--- config.mk ---
export PLATFORM = sky130hd
export DESIGN_NAME = eeg_frame_sync_sample_unpack_core_flat
export DESIGN_NICKNAME = d
export VERILOG_FILES = /design/src/design/efsu_pkg.sv /design/src/design/efsu_if.sv /design/src/design/efsu_ram.sv /design/src/design/efsu_front.sv /design/src/design/efsu_fifo.sv /design/src/design/efsu_back.sv /design/src/design/eeg_frame_sync_sample_unpack_core.sv /design/src/flat_wrapper.sv
export SDC_FILE = /design/constraint.sdc
export NUM_CORES = 2
export LEC_CHECK = 0
export CELL_PAD_IN_SITES_DETAIL_PLACEMENT = 1
export CELL_PAD_IN_SITES_GLOBAL_PLACEMENT = 1
export CORE_ASPECT_RATIO = 1.25
export CORE_MARGIN = 3
export CORE_UTILIZATION = 40
export CTS_CLUSTER_SIZE = 28
export DETAILED_ROUTE_END_ITERATION = 8
export DONT_BUFFER_PORTS = 1
export GPL_TIMING_DRIVEN = 0
export PLACE_DENSITY_LB_ADDON = 0.05
export SLEW_MARGIN = 20
export SYNTH_ARGS = -nofsm -noshare
export SYNTH_HDL_FRONTEND = slang
export SYNTH_SLANG_ARGS = --single-unit
--- constraint.sdc ---
create_clock -name i_clk -period 32.3 [get_ports i_clk]
set_input_delay 4.845 -clock i_clk [delete_from_list [all_inputs] [get_ports i_clk]]
set_output_delay 4.845 -clock i_clk [all_outputs]
set_load 0.01 [all_outputs]
--- src/design/efsu_pkg.sv ---
// efsu_pkg: constants, types and state encodings shared by the frame sync / unpack block
// no dependencies; compiled first
`timescale 1ns / 1ps

package efsu_pkg;

    // frame format
    localparam int FRAME_BYTES = 204;
    localparam int SYNC_BYTES  = 4;
    localparam int HEADER_SKIP = 12;
    localparam int CHANNELS    = 16;
    localparam int ROWS        = 4;
    localparam int WIN_LEN     = FRAME_BYTES + SYNC_BYTES;
    localparam int SAMPLES     = ROWS * CHANNELS;

    localparam logic [SYNC_BYTES*8-1:0] SYNC_WORD = 32'h3E46_5290;

    // byte ring: deep enough that a full frame stays readable while later bytes arrive
    localparam int RAM_DEPTH = 256;
    localparam int ADDR_W    = $clog2(RAM_DEPTH);

    // distance from the newest byte back to the end of the leading sync word
    localparam int SYNC_LAG    = FRAME_BYTES;
    // distance from the next write address back to the first payload byte
    localparam int PAYLOAD_LAG = WIN_LEN - HEADER_SKIP;

    localparam int FILL_W  = $clog2(WIN_LEN + 1);
    localparam int BLACK_W = $clog2(FRAME_BYTES);
    localparam int K_W     = $clog2(SAMPLES);

    // sample arithmetic
    localparam int CODE_W      = 24;
    localparam int SCALE_W     = 16;
    localparam int SCALE_SHIFT = 12;
    localparam int PROD_W      = CODE_W + SCALE_W;
    localparam int UV_W        = PROD_W - SCALE_SHIFT;
    localparam logic [SCALE_W-1:0] SCALE_RESET = 16'd46875;

    localparam int ROW_W = 2;
    localparam int CH_W  = 4;

    localparam int FIFO_DEPTH = 2;
    localparam int FIFO_AW    = $clog2(FIFO_DEPTH);

    typedef logic [ADDR_W-1:0] t_addr;
    typedef logic [7:0]        t_byte;

    // lowest ring address still needed by the unpacker
    typedef struct packed {
        logic  active;
        t_addr addr;
    } t_guard;

    // byte ring write request from the front end
    typedef struct packed {
        logic  we;
        t_addr addr;
        t_byte data;
    } t_ring_wr;

    typedef enum logic {
        F_IDLE,
        F_CHECK
    } t_front_state;

    typedef enum logic [2:0] {
        B_IDLE,
        B_RD0,
        B_RD1,
        B_RD2,
        B_LO,
        B_MUL,
        B_OUT
    } t_back_state;

endpackage

--- src/design/efsu_if.sv ---
// efsu_if: valid/ready channel interfaces for bytes, samples and the scale register
// depends on efsu_pkg
`timescale 1ns / 1ps

interface efsu_byte_if;
    logic            valid;
    logic            ready;
    efsu_pkg::t_byte data_byte;

    modport source (output valid, output data_byte, input ready);
    modport sink   (input valid, input data_byte, output ready);
endinterface

interface efsu_sample_if;
    logic                                valid;
    logic                                ready;
    logic [efsu_pkg::ROW_W-1:0]          row_index;
    logic [efsu_pkg::CH_W-1:0]           channel_index;
    logic signed [efsu_pkg::CODE_W-1:0] sample_code;
    logic signed [efsu_pkg::UV_W-1:0]   microvolts_q8;
    logic                                last_of_frame;

    modport source (output valid, output row_index, output channel_index,
                    output sample_code, output microvolts_q8, output last_of_frame,
                    input ready);
    modport sink   (input valid, input row_index, input channel_index,
                    input sample_code, input microvolts_q8, input last_of_frame,
                    output ready);
endinterface

interface efsu_cfg_if;
    logic                             valid;
    logic                             ready;
    logic [efsu_pkg::SCALE_W-1:0]     scale_factor;

    modport source (output valid, output scale_factor, input ready);
    modport sink   (input valid, input scale_factor, output ready);
endinterface

--- src/design/efsu_ram.sv ---
// efsu_ram: generic simple dual-port ram, one write and one registered read port
// no dependencies
`timescale 1ns / 1ps

module efsu_ram #(
    parameter int WIDTH = 8,
    parameter int DEPTH = 256
) (
    input  logic                     i_clk,
    input  logic                     i_we,
    input  logic [$clog2(DEPTH)-1:0] i_waddr,
    input  logic [WIDTH-1:0]         i_wdata,
    input  logic                     i_re,
    input  logic [$clog2(DEPTH)-1:0] i_raddr,
    output logic [WIDTH-1:0]         o_rdata
);

    logic [WIDTH-1:0] r_mem [DEPTH];
    logic [WIDTH-1:0] r_rdata;

    always_ff @(posedge i_clk) begin
        if (i_we) begin
            r_mem[i_waddr] <= i_wdata;
        end
        if (i_re) begin
            r_rdata <= r_mem[i_raddr];
        end
    end

    assign o_rdata = r_rdata;

endmodule

--- src/design/efsu_front.sv ---
// efsu_front: takes bytes, writes the byte ring, tracks sync matches and flags frames
// depends on efsu_pkg, efsu_if, efsu_ram
`timescale 1ns / 1ps

module efsu_front (
    input  logic                  i_clk,
    input  logic                  i_rst_n,
    efsu_byte_if.sink             i_byte,
    input  efsu_pkg::t_guard      i_guard,
    input  logic                  i_fifo_full,
    output efsu_pkg::t_ring_wr    o_ring_wr,
    output logic                  o_push,
    output efsu_pkg::t_addr       o_push_addr
);

    efsu_pkg::t_front_state r_state, n_state;

    efsu_pkg::t_addr                          r_wr_ptr;
    logic [(efsu_pkg::SYNC_BYTES-1)*8-1:0]   r_last3;
    logic                                     r_match;
    logic [efsu_pkg::FILL_W-1:0]              r_fill;
    logic [efsu_pkg::BLACK_W-1:0]             r_blackout;

    logic accept;
    logic match_now;
    logic flag_rd;
    logic detect;
    logic ring_block;

    assign match_now  = ({r_last3, i_byte.data_byte} == efsu_pkg::SYNC_WORD);
    assign accept     = i_byte.valid && i_byte.ready;
    assign ring_block = i_guard.active && (i_guard.addr == r_wr_ptr);

    // one flag per ring entry: sync word ends at this byte
    efsu_ram #(
        .WIDTH (1),
        .DEPTH (efsu_pkg::RAM_DEPTH)
    ) u_flag_ram (
        .i_clk   (i_clk),
        .i_we    (accept),
        .i_waddr (r_wr_ptr),
        .i_wdata (match_now),
        .i_re    (accept),
        .i_raddr (r_wr_ptr - efsu_pkg::ADDR_W'(efsu_pkg::SYNC_LAG)),
        .o_rdata (flag_rd)
    );

    assign detect = (r_blackout == '0) &&
                    (r_fill == efsu_pkg::FILL_W'(efsu_pkg::WIN_LEN)) &&
                    flag_rd && r_match;

    always_comb begin
        n_state = r_state;
        unique case (r_state)
            efsu_pkg::F_IDLE:  if (accept) n_state = efsu_pkg::F_CHECK;
            efsu_pkg::F_CHECK: n_state = efsu_pkg::F_IDLE;
            default:           n_state = efsu_pkg::F_IDLE;
        endcase
    end

    always_comb begin
        i_byte.ready = 1'b0;
        o_push       = 1'b0;
        unique case (r_state)
            efsu_pkg::F_IDLE:  i_byte.ready = !i_fifo_full && !ring_block;
            efsu_pkg::F_CHECK: o_push = detect;
            default: ;
        endcase
    end

    assign o_push_addr = r_wr_ptr - efsu_pkg::ADDR_W'(efsu_pkg::PAYLOAD_LAG);

    assign o_ring_wr.we   = accept;
    assign o_ring_wr.addr = r_wr_ptr;
    assign o_ring_wr.data = i_byte.data_byte;

    always_ff @(posedge i_clk) begin
        if (!i_rst_n) begin
            r_state    <= efsu_pkg::F_IDLE;
            r_wr_ptr   <= '0;
            r_last3    <= '0;
            r_match    <= 1'b0;
            r_fill     <= '0;
            r_blackout <= '0;
        end else begin
            r_state <= n_state;
            if (accept) begin
                r_last3  <= {r_last3[(efsu_pkg::SYNC_BYTES-2)*8-1:0], i_byte.data_byte};
                r_match  <= match_now;
                r_wr_ptr <= r_wr_ptr + 1'b1;
                if (r_fill != efsu_pkg::FILL_W'(efsu_pkg::WIN_LEN)) begin
                    r_fill <= r_fill + 1'b1;
                end
            end
            if (r_state == efsu_pkg::F_CHECK) begin
                if (r_blackout != '0) begin
                    r_blackout <= r_blackout - 1'b1;
                end else if (detect) begin
                    r_blackout <= efsu_pkg::BLACK_W'(efsu_pkg::FRAME_BYTES - 1);
                end
            end
        end
    end

endmodule

--- src/design/efsu_fifo.sv ---
// efsu_fifo: short queue of frame payload start addresses between front and back
// depends on efsu_pkg
`timescale 1ns / 1ps

module efsu_fifo (
    input  logic            i_clk,
    input  logic            i_rst_n,
    input  logic            i_push,
    input  efsu_pkg::t_addr i_push_addr,
    input  logic            i_pop,
    output logic            o_full,
    output logic            o_empty,
    output efsu_pkg::t_addr o_head
);

    efsu_pkg::t_addr                     r_mem [efsu_pkg::FIFO_DEPTH];
    logic [efsu_pkg::FIFO_AW-1:0]        r_wr;
    logic [efsu_pkg::FIFO_AW-1:0]        r_rd;
    logic [efsu_pkg::FIFO_AW:0]          r_count;

    assign o_full  = (r_count == (efsu_pkg::FIFO_AW+1)'(efsu_pkg::FIFO_DEPTH));
    assign o_empty = (r_count == '0);
    assign o_head  = r_mem[r_rd];

    always_ff @(posedge i_clk) begin
        if (i_push && !o_full) begin
            r_mem[r_wr] <= i_push_addr;
        end
    end

    always_ff @(posedge i_clk) begin
        if (!i_rst_n) begin
            r_wr    <= '0;
            r_rd    <= '0;
            r_count <= '0;
        end else begin
            if (i_push && !o_full) r_wr <= r_wr + 1'b1;
            if (i_pop && !o_empty) r_rd <= r_rd + 1'b1;
            priority if ((i_push && !o_full) && !(i_pop && !o_empty)) begin
                r_count <= r_count + 1'b1;
            end else if (!(i_push && !o_full) && (i_pop && !o_empty)) begin
                r_count <= r_count - 1'b1;
            end
        end
    end

endmodule

--- src/design/efsu_back.sv ---
// efsu_back: reads a frame payload from the byte ring, builds 24-bit samples, scales them
// depends on efsu_pkg, efsu_if
`timescale 1ns / 1ps

module efsu_back (
    input  logic                         i_clk,
    input  logic                         i_rst_n,
    input  logic                         i_fifo_empty,
    input  efsu_pkg::t_addr              i_fifo_head,
    output logic                         o_pop,
    input  logic [efsu_pkg::SCALE_W-1:0] i_scale,
    output logic                         o_ring_re,
    output efsu_pkg::t_addr              o_ring_raddr,
    input  efsu_pkg::t_byte              i_ring_rdata,
    output efsu_pkg::t_guard             o_guard,
    efsu_sample_if.source                o_smp
);

    efsu_pkg::t_back_state r_state, n_state;

    efsu_pkg::t_addr                        r_rd_addr;
    logic [efsu_pkg::K_W-1:0]               r_k;
    logic [efsu_pkg::CODE_W-1:0]            r_code;
    logic signed [efsu_pkg::PROD_W-1:0]     r_prod;

    logic                                   r_out_valid;
    logic [efsu_pkg::ROW_W-1:0]             r_row;
    logic [efsu_pkg::CH_W-1:0]              r_ch;
    logic signed [efsu_pkg::CODE_W-1:0]     r_code_out;
    logic signed [efsu_pkg::UV_W-1:0]       r_uv;
    logic                                   r_last;

    logic out_load;
    logic last_k;

    assign last_k = (r_k == efsu_pkg::K_W'(efsu_pkg::SAMPLES - 1));

    always_comb begin
        n_state = r_state;
        unique case (r_state)
            efsu_pkg::B_IDLE: if (!i_fifo_empty) n_state = efsu_pkg::B_RD0;
            efsu_pkg::B_RD0:  n_state = efsu_pkg::B_RD1;
            efsu_pkg::B_RD1:  n_state = efsu_pkg::B_RD2;
            efsu_pkg::B_RD2:  n_state = efsu_pkg::B_LO;
            efsu_pkg::B_LO:   n_state = efsu_pkg::B_MUL;
            efsu_pkg::B_MUL:  n_state = efsu_pkg::B_OUT;
            efsu_pkg::B_OUT: begin
                if (!r_out_valid || o_smp.ready) begin
                    n_state = last_k ? efsu_pkg::B_IDLE : efsu_pkg::B_RD0;
                end
            end
            default:          n_state = efsu_pkg::B_IDLE;
        endcase
    end

    always_comb begin
        o_pop     = 1'b0;
        o_ring_re = 1'b0;
        out_load  = 1'b0;
        unique case (r_state)
            efsu_pkg::B_IDLE: o_pop = !i_fifo_empty;
            efsu_pkg::B_RD0,
            efsu_pkg::B_RD1,
            efsu_pkg::B_RD2:  o_ring_re = 1'b1;
            efsu_pkg::B_OUT:  out_load = !r_out_valid || o_smp.ready;
            default: ;
        endcase
    end

    assign o_ring_raddr   = r_rd_addr;
    assign o_guard.active = (r_state != efsu_pkg::B_IDLE);
    assign o_guard.addr   = r_rd_addr;

    always_ff @(posedge i_clk) begin
        if (o_pop) begin
            r_rd_addr <= i_fifo_head;
        end else if (o_ring_re) begin
            r_rd_addr <= r_rd_addr + 1'b1;
        end
        unique case (r_state)
            efsu_pkg::B_RD1: r_code[23:16] <= i_ring_rdata;
            efsu_pkg::B_RD2: r_code[15:8]  <= i_ring_rdata;
            efsu_pkg::B_LO:  r_code[7:0]   <= i_ring_rdata;
            default: ;
        endcase
        if (r_state == efsu_pkg::B_MUL) begin
            // both operands widened to the full product width before the multiply
            r_prod <= $signed({{efsu_pkg::SCALE_W{r_code[efsu_pkg::CODE_W-1]}}, r_code}) *
                      $signed({{efsu_pkg::CODE_W{1'b0}}, i_scale});
        end
        if (out_load) begin
            r_row      <= r_k[efsu_pkg::K_W-1 -: efsu_pkg::ROW_W];
            r_ch       <= r_k[efsu_pkg::CH_W-1:0];
            r_code_out <= $signed(r_code);
            // arithmetic shift keeps floor rounding for negative values
            r_uv       <= r_prod[efsu_pkg::PROD_W-1:efsu_pkg::SCALE_SHIFT];
            r_last     <= last_k;
        end
    end

    always_ff @(posedge i_clk) begin
        if (!i_rst_n) begin
            r_state     <= efsu_pkg::B_IDLE;
            r_k         <= '0;
            r_out_valid <= 1'b0;
        end else begin
            r_state <= n_state;
            if (o_pop) begin
                r_k <= '0;
            end else if (out_load) begin
                r_k <= r_k + 1'b1;
            end
            if (out_load) begin
                r_out_valid <= 1'b1;
            end else if (o_smp.ready) begin
                r_out_valid <= 1'b0;
            end
        end
    end

    assign o_smp.valid         = r_out_valid;
    assign o_smp.row_index     = r_row;
    assign o_smp.channel_index = r_ch;
    assign o_smp.sample_code   = r_code_out;
    assign o_smp.microvolts_q8 = r_uv;
    assign o_smp.last_of_frame = r_last;

endmodule

--- src/design/eeg_frame_sync_sample_unpack_core.sv ---
// eeg_frame_sync_sample_unpack_core: top level of the frame sync and sample unpacker
// depends on efsu_pkg, efsu_if, efsu_ram, efsu_front, efsu_fifo, efsu_back
//
//  channel   dir   payload                                                  transaction
//  i_byte    in    data_byte[7:0]                                           valid & ready
//  o_smp     out   row_index, channel_index, sample_code, microvolts_q8,    valid & ready
//                  last_of_frame
//  i_cfg     in    scale_factor[15:0]                                       valid & ready
//
// each byte goes through the front end as a ring write, then a sync flag read and decision
// each sample in the back end: three ring reads, a multiply, an output load
// the front end takes no byte while deciding, else stalls only if the frame queue is full or
// the next byte would overwrite unread ring entries; the back end stalls on o_smp.ready alone
// synchronous active-low reset; the byte ring has no reset, a frame is only detected once
// 208 bytes have been written; scale_factor resets to 46875
`timescale 1ns / 1ps

module eeg_frame_sync_sample_unpack_core (
    input  logic          i_clk,
    input  logic          i_rst_n,
    efsu_byte_if.sink     i_byte,
    efsu_sample_if.source o_smp,
    efsu_cfg_if.sink      i_cfg
);

    logic [efsu_pkg::SCALE_W-1:0] r_scale;

    efsu_pkg::t_ring_wr ring_wr;
    efsu_pkg::t_guard   back_guard;
    efsu_pkg::t_guard   guard;
    efsu_pkg::t_addr    push_addr;
    efsu_pkg::t_addr    fifo_head;
    efsu_pkg::t_addr    ring_raddr;
    efsu_pkg::t_byte    ring_rdata;
    logic               push;
    logic               pop;
    logic               fifo_full;
    logic               fifo_empty;
    logic               ring_re;

    assign i_cfg.ready = 1'b1;

    always_ff @(posedge i_clk) begin
        if (!i_rst_n) begin
            r_scale <= efsu_pkg::SCALE_RESET;
        end else if (i_cfg.valid) begin
            r_scale <= i_cfg.scale_factor;
        end
    end

    // oldest ring entry still needed: the unpacker position, else the queued frame start
    always_comb begin
        if (back_guard.active) begin
            guard = back_guard;
        end else begin
            guard.active = !fifo_empty;
            guard.addr   = fifo_head;
        end
    end

    efsu_ram #(
        .WIDTH (8),
        .DEPTH (efsu_pkg::RAM_DEPTH)
    ) u_byte_ram (
        .i_clk   (i_clk),
        .i_we    (ring_wr.we),
        .i_waddr (ring_wr.addr),
        .i_wdata (ring_wr.data),
        .i_re    (ring_re),
        .i_raddr (ring_raddr),
        .o_rdata (ring_rdata)
    );

    efsu_front u_front (
        .i_clk       (i_clk),
        .i_rst_n     (i_rst_n),
        .i_byte      (i_byte),
        .i_guard     (guard),
        .i_fifo_full (fifo_full),
        .o_ring_wr   (ring_wr),
        .o_push      (push),
        .o_push_addr (push_addr)
    );

    efsu_fifo u_fifo (
        .i_clk       (i_clk),
        .i_rst_n     (i_rst_n),
        .i_push      (push),
        .i_push_addr (push_addr),
        .i_pop       (pop),
        .o_full      (fifo_full),
        .o_empty     (fifo_empty),
        .o_head      (fifo_head)
    );

    efsu_back u_back (
        .i_clk        (i_clk),
        .i_rst_n      (i_rst_n),
        .i_fifo_empty (fifo_empty),
        .i_fifo_head  (fifo_head),
        .o_pop        (pop),
        .i_scale      (r_scale),
        .o_ring_re    (ring_re),
        .o_ring_raddr (ring_raddr),
        .i_ring_rdata (ring_rdata),
        .o_guard      (back_guard),
        .o_smp        (o_smp)
    );

endmodule
--- src/flat_wrapper.sv ---
// flat-port wrapper written by rule: the top's interface ports become plain ports
module eeg_frame_sync_sample_unpack_core_flat 
  (i_clk, i_rst_n, i_byte_valid, i_byte_data_byte, i_byte_ready, o_smp_valid, o_smp_row_index, o_smp_channel_index, o_smp_sample_code, o_smp_microvolts_q8, o_smp_last_of_frame, o_smp_ready, i_cfg_valid, i_cfg_scale_factor, i_cfg_ready);
  efsu_byte_if i_byte_i ();
  efsu_sample_if o_smp_i ();
  efsu_cfg_if i_cfg_i ();
  input  logic i_clk;
  input  logic i_rst_n;
  input wire logic [$bits(i_byte_i.valid)-1:0] i_byte_valid;
  input wire logic [$bits(i_byte_i.data_byte)-1:0] i_byte_data_byte;
  output wire logic [$bits(i_byte_i.ready)-1:0] i_byte_ready;
  output wire logic [$bits(o_smp_i.valid)-1:0] o_smp_valid;
  output wire logic [$bits(o_smp_i.row_index)-1:0] o_smp_row_index;
  output wire logic [$bits(o_smp_i.channel_index)-1:0] o_smp_channel_index;
  output wire logic [$bits(o_smp_i.sample_code)-1:0] o_smp_sample_code;
  output wire logic [$bits(o_smp_i.microvolts_q8)-1:0] o_smp_microvolts_q8;
  output wire logic [$bits(o_smp_i.last_of_frame)-1:0] o_smp_last_of_frame;
  input wire logic [$bits(o_smp_i.ready)-1:0] o_smp_ready;
  input wire logic [$bits(i_cfg_i.valid)-1:0] i_cfg_valid;
  input wire logic [$bits(i_cfg_i.scale_factor)-1:0] i_cfg_scale_factor;
  output wire logic [$bits(i_cfg_i.ready)-1:0] i_cfg_ready;
  assign i_byte_i.valid = i_byte_valid;
  assign i_byte_i.data_byte = i_byte_data_byte;
  assign i_byte_ready = i_byte_i.ready;
  assign o_smp_valid = o_smp_i.valid;
  assign o_smp_row_index = o_smp_i.row_index;
  assign o_smp_channel_index = o_smp_i.channel_index;
  assign o_smp_sample_code = o_smp_i.sample_code;
  assign o_smp_microvolts_q8 = o_smp_i.microvolts_q8;
  assign o_smp_last_of_frame = o_smp_i.last_of_frame;
  assign o_smp_i.ready = o_smp_ready;
  assign i_cfg_i.valid = i_cfg_valid;
  assign i_cfg_i.scale_factor = i_cfg_scale_factor;
  assign i_cfg_ready = i_cfg_i.ready;
  eeg_frame_sync_sample_unpack_core u_core (.i_clk(i_clk), .i_rst_n(i_rst_n), .i_byte(i_byte_i), .o_smp(o_smp_i), .i_cfg(i_cfg_i));
endmodule
# [After elaboration in Yosys (flattened, before gate mapping)]
# Memory sizes are Yosys's and may differ from the RTL's. A register that Yosys moved wholly into a read port is not among the register bits.
# Index checks and enable logic that the tools add are counted.
[totals] reg_bits=211 mem_bits_rw=2320 input_bits=29 out_inout_bits=62 word_cells=110 mem_count=3
[op_classes] addsub=11 n_mul=1 n_eq_ne=14 n_mux=25 bitwise=2 reduce_logical=31
[memory_table] name="u_core.u_byte_ram.r_mem" depth=256 width=8 read_ports=1 rd_ports_with_merged_regs=1 write_ports=1 line_no="efsu_ram.sv:18" rtl="logic [WIDTH-1:0] r_mem [DEPTH];"
[memory_table] name="u_core.u_front.u_flag_ram.r_mem" depth=256 width=1 read_ports=1 rd_ports_with_merged_regs=1 write_ports=1 line_no="efsu_ram.sv:18"
[memory_table] name="u_core.u_fifo.r_mem" depth=2 width=8 read_ports=1 rd_ports_with_merged_regs=1 write_ports=1 line_no="efsu_fifo.sv:16" rtl="efsu_pkg::t_addr r_mem [efsu_pkg::FIFO_DEPTH];"
[op_table] cell="multiplier 24 x 17 -> 40 bit" n=1
[op_table] cell="== test 32 x 30 -> 1 bit (second input constant)" n=1
[op_table] cell="2-to-1 mux 8 bit" n=4
[op_table] cell="adder 8 x 1 -> 8 bit (second input constant)" n=3
[op_table] cell="one-hot mux 3 bit (7 select lines)" n=1
[op_table] cell="subtractor 8 bit (second input constant)" n=2
[op_table] cell="2-to-1 mux 1 bit" n=14
[op_table] cell="logical AND 1 bit" n=10
[op_table] cell="== test 3 bit (second input constant)" n=3
[op_table] cell="2-to-1 mux 9 bit" n=1
[op_table] cell="== test 8 bit" n=1
[op_table] cell="== test 8 bit (second input constant)" n=1
[op_table] cell="logical NOT 8 bit" n=1
[op_table] cell="!= test 8 bit (second input constant)" n=1
[op_table] cell="nonzero test 2 bit" n=4
[op_table] cell="nonzero test 8 bit" n=1
[op_table] cell="subtractor 8 x 1 -> 8 bit (second input constant)" n=1
[op_table] cell="adder 6 x 1 -> 6 bit (second input constant)" n=1
[op_table] cell="== test 3 x 2 -> 1 bit (second input constant)" n=2
[op_table] cell="== test 6 bit (second input constant)" n=1
[op_table] cell="logical NOT 1 bit" n=6
[op_table] cell="2-to-1 mux 3 bit" n=2
[op_table] cell="AND reduction 2 bit" n=3
[op_table] cell="2-to-1 mux 2 bit" n=2
[op_table] cell="other kinds (14)" n=17

# [Logic depth before layout (Yosys ltp)]
[depth] word_depth=11 mapped_depth=24 mapped_depth_nobuf=23

# [Cells and area by module]
# Synthesis repeated with hierarchy kept, for this count alone.
[hier_totals] hier_cells=6685 area_unflattened_um2=112590.5
[modules_own_cells] module="efsu_ram at u_core.u_byte_ram" instances=1 cells_each=3733 area_per_inst_um2=79636.4 seq_area_each_um2=61739.2
[modules_own_cells] module="efsu_back" instances=1 cells_each=1740 area_per_inst_um2=17770.8 seq_area_each_um2=3773.6
[modules_own_cells] module="efsu_ram at u_core.u_front.u_flag_ram" instances=1 cells_each=788 area_per_inst_um2=11138.2 seq_area_each_um2=7717.4
[modules_own_cells] module="efsu_front" instances=1 cells_each=310 area_per_inst_um2=2538.7 seq_area_each_um2=1001.0
[modules_own_cells] module="efsu_fifo" instances=1 cells_each=51 area_per_inst_um2=803.3 seq_area_each_um2=580.6
[modules_own_cells] module="eeg_frame_sync_sample_unpack_core" instances=1 cells_each=63 area_per_inst_um2=703.2 seq_area_each_um2=320.3

# [Worst setup path after synthesis]
# Ideal clock, no wire load.
[synth_timing] kind="input to register" startpoint="input port i_byte_data_byte[7]" endpoint="memory u_core.u_front.u_flag_ram.r_mem[0] (data pin)" setup_time_ps=2824 arrival_time_ps=18715 required_time_ps=29476 setup_slack_ps=10761 cell_stages=3 path_buffers=0 cell_sequence="nor2b_1 -> nand4_1 -> nor4_1"
[synth_between] elab_chain_cells=1
[synth_rtl] item="start, declared" line_no="flat_wrapper.sv:10" rtl="input wire logic [$bits(i_byte_i.data_byte)-1:0] i_byte_data_byte;"
[synth_rtl] item="== test 32 x 30 -> 1 bit" line_no="efsu_front.sv:30" rtl="assign match_now = ({r_last3, i_byte.data_byte} == efsu_pkg::SYNC_WORD);"
[synth_rtl] item="named net u_core.u_front.match_now" line_no="efsu_front.sv:25" rtl="logic match_now;"
[synth_rtl] item="end, declared" line_no="efsu_ram.sv:18"
# The timed path passes the listed nets, and every way through them passes these cells.

# [Final worst setup path]
[layout_timing] startpoint="register u_core.r_scale[3] (netlist bit)" endpoint="register u_core.u_back.r_prod[39] (netlist bit) (data pin)"
[layout_between] elab_chain_cells=1
[layout_rtl] item="start, declared" line_no="eeg_frame_sync_sample_unpack_core.sv:26" rtl="logic [efsu_pkg::SCALE_W-1:0] r_scale;"
[layout_rtl] item="start signal, assigned" line_no="eeg_frame_sync_sample_unpack_core.sv:45" rtl="r_scale <= efsu_pkg::SCALE_RESET;"
[layout_rtl] item="start signal, assigned" line_no="eeg_frame_sync_sample_unpack_core.sv:47" rtl="r_scale <= i_cfg.scale_factor;"
[layout_rtl] item="multiplier 24 x 17 -> 40 bit" line_no="efsu_back.sv:88" rtl="r_prod <= $signed({{efsu_pkg::SCALE_W{r_code[efsu_pkg::CODE_W-1]}}, r_code}) *"
[layout_rtl] item="end signal, assigned" line_no="efsu_back.sv:88"
[layout_rtl] item="end, declared" line_no="efsu_back.sv:24" rtl="logic signed [efsu_pkg::PROD_W-1:0] r_prod;"
# Every way passes these cells.
# A chain may end at the register's enable or synchronous reset.

==> flow_summary_export.csv <==
group,metric,value,unit
place,io_buffers,0,
floorplanning,num_rows,216,
power,ir_drop,0.000198,V
floorplanning,dieWidth,478,um
worst_setup_path,path_cells,"clkbuf_1 -> nand2_1 -> fa_1 -> fa_1 -> inv_1 -> fa_1 -> fa_1 -> fa_1 -> inv_1 -> fa_1 -> inv_1 -> ha_1 -> and3_1 -> o21ai_0 -> nand4bb_1 -> a211oi_1 -> a2111oi_2 -> nor3_1 -> a311oi_1 -> xnor2_1",
synth,synth_top_cell_by_area,"edfxtp_1",
global_route,grt-ovfl-total,0,
worst_setup_path,reg2reg_depth,20,
synth,ys_ff_latch,2529,
worst_setup_path,crit_path_frequent_cell,"fa_1",
global_route,grt_pass1_vias,66400,
synth,synth_ff_type,"edfxtp_1",
worst_setup_path,crit_slowest_cell,"a211oi_1",
synth,syn_avg_cell_area,16.7,sq um
place,dp_hpwl,272000,um
final_layout,areaGrowthSynthToFinish,12.7,%
synth,ys_seq_area_frac,0.674,
global_route,grtUsageTotal,0.270,
place,place_congestion,0.912,
drt,viasPerCell,5.73,
global_route,antenna_found_initial,30,
worst_hold_path,hold_end,"u_core.u_back.o_smp.microvolts_q8[21]",
place,postPlaceCellArea,117000,sq um
sta,maxSlewViolCount,0,
cts,h-tree-depth,5,
synth,synth.distinct_cells,67,
synth,syn_area,112000,sq um
drt,postRouteAntennaNets,0,
synth,synth_area_leaders,"edfxtp_1 (66%), fa_1 (6.6%), mux4_2 (6.0%), mux2i_1 (5.5%), o221ai_1 (2.2%)",
worst_hold_path,hold_depth,0,
worst_setup_path,worst_ep_arrival_time,9.65,ns
final_layout,fin_nets,7524,
sta,worst_slew_margin_rel,0.0413,
cts,cts_resized,0,
sta,hold_violations,0,
sta,clock_skew,0.0650,ns
sta,rsz0062_at_grt,"false",
sta,final-setup-viol-count,0,
cts,cts_tree,"yes",
drt,wl_per_cell,35.5,um
floorplanning,coreArea,277000,sq um
power,power.total,0.0150,W
sta,worst_slew_pin_slew,1.42,ns
worst_setup_path,r2r_start,"u_core.r_scale[3]",
sta,min_period_over_period,0.280,
job,cap_violations,0,
cts,cts_made_buffers,275,
synth,synth-edff-count,2448,
cts,clkSinkCount,2529,
global_route,grt_max_degree,259,
synth,synth_most_common_cell,"edfxtp_1",
worst_setup_path,critPathTopFamily,"adder cells",
worst_setup_path,r2r_slack,23.25,ns
worst_hold_path,hold_path.class,"flip-flop to flip-flop",
sta,max_freq,110,MHz
floorplanning,start_util,0.402,
power,power_density,119,nW/um^2
worst_setup_path,cp-start-kind,"flip-flop",
synth,postSynthCellCount,6686,
worst_hold_path,hp-start,"u_core.u_back.r_prod[33]",
run_status,outcome,"finished clean",
final_layout,drive_above_1_share,0.140,
cts,clock_latency,0.87,ns
drt,num_vias,62600,
worst_setup_path,r2r-end,"u_core.u_back.r_prod[39]",
worst_setup_path,required,32.90,ns
drt,firstDrtPassIters,6,
synth,yosys-top-cells-count,"edfxtp_1 (2448), mux2i_1 (611), inv_1 (456)",
sta,min_period,9.05,ns
synth,synth_top_area_frac,0.659,
cts,clock_path_buffers,4,
floorplanning,pin_count,91,
synth,ys_async_sr_fraction,0,
worst_setup_path,end_kind,"flip-flop",
cts,post_cts_buffers,0,
floorplanning,dieArea,285000,sq um
final_layout,design_area,126000,sq um
global_route,grt_pass1_wl,534000,um
cts,cts_hold_buf,0,
worst_setup_path,cp_num_buf_inv,4,
worst_setup_path,worst-setup-path-type,"flip-flop to flip-flop",
cts,clockRootBuffer,"clkbuf_16",
power,p_leak,42.8,nW
drt,drt_iter0_markers,5751,
synth,syn-num-nets,7197,
synth,yosysWarnings,0,
drt,drc,0,
worst_setup_path,slowest_delay,1.01,ns
worst_setup_path,critPathMaxFanout,10,
cts,clkTransAtPathRegs,0.06,ns
drt,routed_wl,388000,um
floorplanning,die_height,596,um
-- cells by family (layout without fill, tap and decap cells) --
logic type                 Yosys count  count (layout)  share of synthesized area
DFF                               2529            2529                      0.674
and+or+nand+nor                   1103            1103                     0.0452
muxes                              922             922                      0.116
buffers and inverters              838            1356                     0.0310
AOI/OAI and AO/OA                  732             732                     0.0484
adders and majority gates          482             482                     0.0790
xor gates and xnor gates            79              79                    0.00621
other                                1              13                  0.0000336
-- registers in the layout, indices dropped and copies added, names as in the netlist, 2 cells and up, named ones only --
signal and flops:
u_core.u_front.r_last3 24, u_core.u_back.r_state 3, u_core.u_byte_ram.r_mem 2048, u_core.u_front.r_fill 8
u_core.u_back.r_k 6, u_core.u_back.o_smp.microvolts_q8 28, u_core.u_back.r_code 24, u_core.u_fifo.r_count 2
u_core.u_fifo.r_mem 16, u_core.u_back.r_prod 28, u_core.u_back.o_smp.channel_index 4, u_core.u_back.o_ring_raddr 8
u_core.u_front.r_wr_ptr 8, u_core.u_back.o_smp.row_index 2, u_core.u_front.u_flag_ram.r_mem 256, u_core.u_back.o_smp.sample_code 24
u_core.u_byte_ram.o_rdata 8, u_core.u_front.r_blackout 8, u_core.r_scale 16
-- worst reg2reg max path: stages, from the launching register on --
cell and delay [ns]:
dfxtp_1 0.76, clkbuf_1 0.80, nand2_1 0.29, fa_1 0.78, fa_1 0.45, inv_1 0.37
fa_1 0.53, fa_1 0.52, fa_1 0.49, inv_1 0.05, fa_1 0.47, inv_1 0.04
ha_1 0.33, and3_1 0.26, o21ai_0 0.26, nand4bb_1 0.36, a211oi_1 1.02, a2111oi_2 0.27
nor3_1 0.39, a311oi_1 0.19, xnor2_1 0.15
-- per-layer routing --
| metal | part of all wire | wire length [um] | GRT usage |
|---|---|---|---|
| met3 | 0.060 | 23100 | 0.0437 |
| met5 | 0.000070 | 27 | 0 |
| met1 | 0.38 | 146000 | 0.325 |
| met2 | 0.51 | 199000 | 0.474 |
| met4 | 0.052 | 20300 | 0.124 |
-- where the power goes --
group          total (W)  switching (W)  internal [W]  leakage (nW)
Sequential       0.00399      0.0000492       0.00394          22.3
Clock            0.00305        0.00130       0.00175          4.10
Combinational    0.00794        0.00487       0.00307          16.4
-- layout by cell type (no fill, tap or decap), types with 87 or more instances in the layout --
cell       synthesis  final
and2_1           177    176
clkbuf_16          0    286
nand2_1          436    429
o22ai_1          141    141
inv_1            456    456
a211oi_1         114    113
buf_2             79    110
fa_1             370    370
ha_1             112    112
mux2i_1          611    611
nor2_1           305    222
a21oi_1           87     87
o221ai_1         281    281
edfxtp_1        2448   2448
clkbuf_1         215    249
mux4_2           298    298
-- final cells by class --
class	count	area [sq um]
fill	26700	152000
inverter	458	1720
sequential	2529	75100
antenna	12	30.0
buffer	380	1790
tap	3706	4640
clock buffer	355	7420
multi-input combinational	3319	33200
clock inverter	113	1000
timing repair buffer	50	654
-- per-stage QoR --
| stage | TNS (ns) | utilization | std cells | hold slack (ns) | worst slack (ns) |
|---|---|---|---|---|---|
| after floorplan | 0 | - | 6686 | 0.400 | 10.76 |
| after global placement | -930.45 | 0.419 | 10400 | 0.401 | -3.67 |
| after detailed placement | 0 | 0.422 | 10400 | 0.406 | 23.20 |
| after CTS | 0 | 0.453 | 10900 | 0.419 | 23.20 |
| after global routing | 0 | 0.453 | 10900 | 0.421 | 23.14 |
| final | 0 | 0.453 | 10900 | 0.416 | 23.25 |
-- worst max-delay path by stage --
stage,slack [ns],cells after the start,to,start
2_1_floorplan,10.76,3,u_core.u_front.u_flag_ram.r_mem[0],i_byte_data_byte[7]
3_3_place_gp,-3.67,3,u_core.u_front.u_flag_ram.r_mem[254],i_byte_data_byte[1]
3_5_place_dp,23.20,20,u_core.u_back.r_prod[38],u_core.r_scale[3]
4_1_cts,23.20,20,u_core.u_back.r_prod[39],u_core.r_scale[3]
5_1_grt,23.14,20,u_core.u_back.r_prod[39],u_core.r_scale[3]
6_report,23.25,20,u_core.u_back.r_prod[39],u_core.r_scale[3]
(Power assumes the default switching activity.)
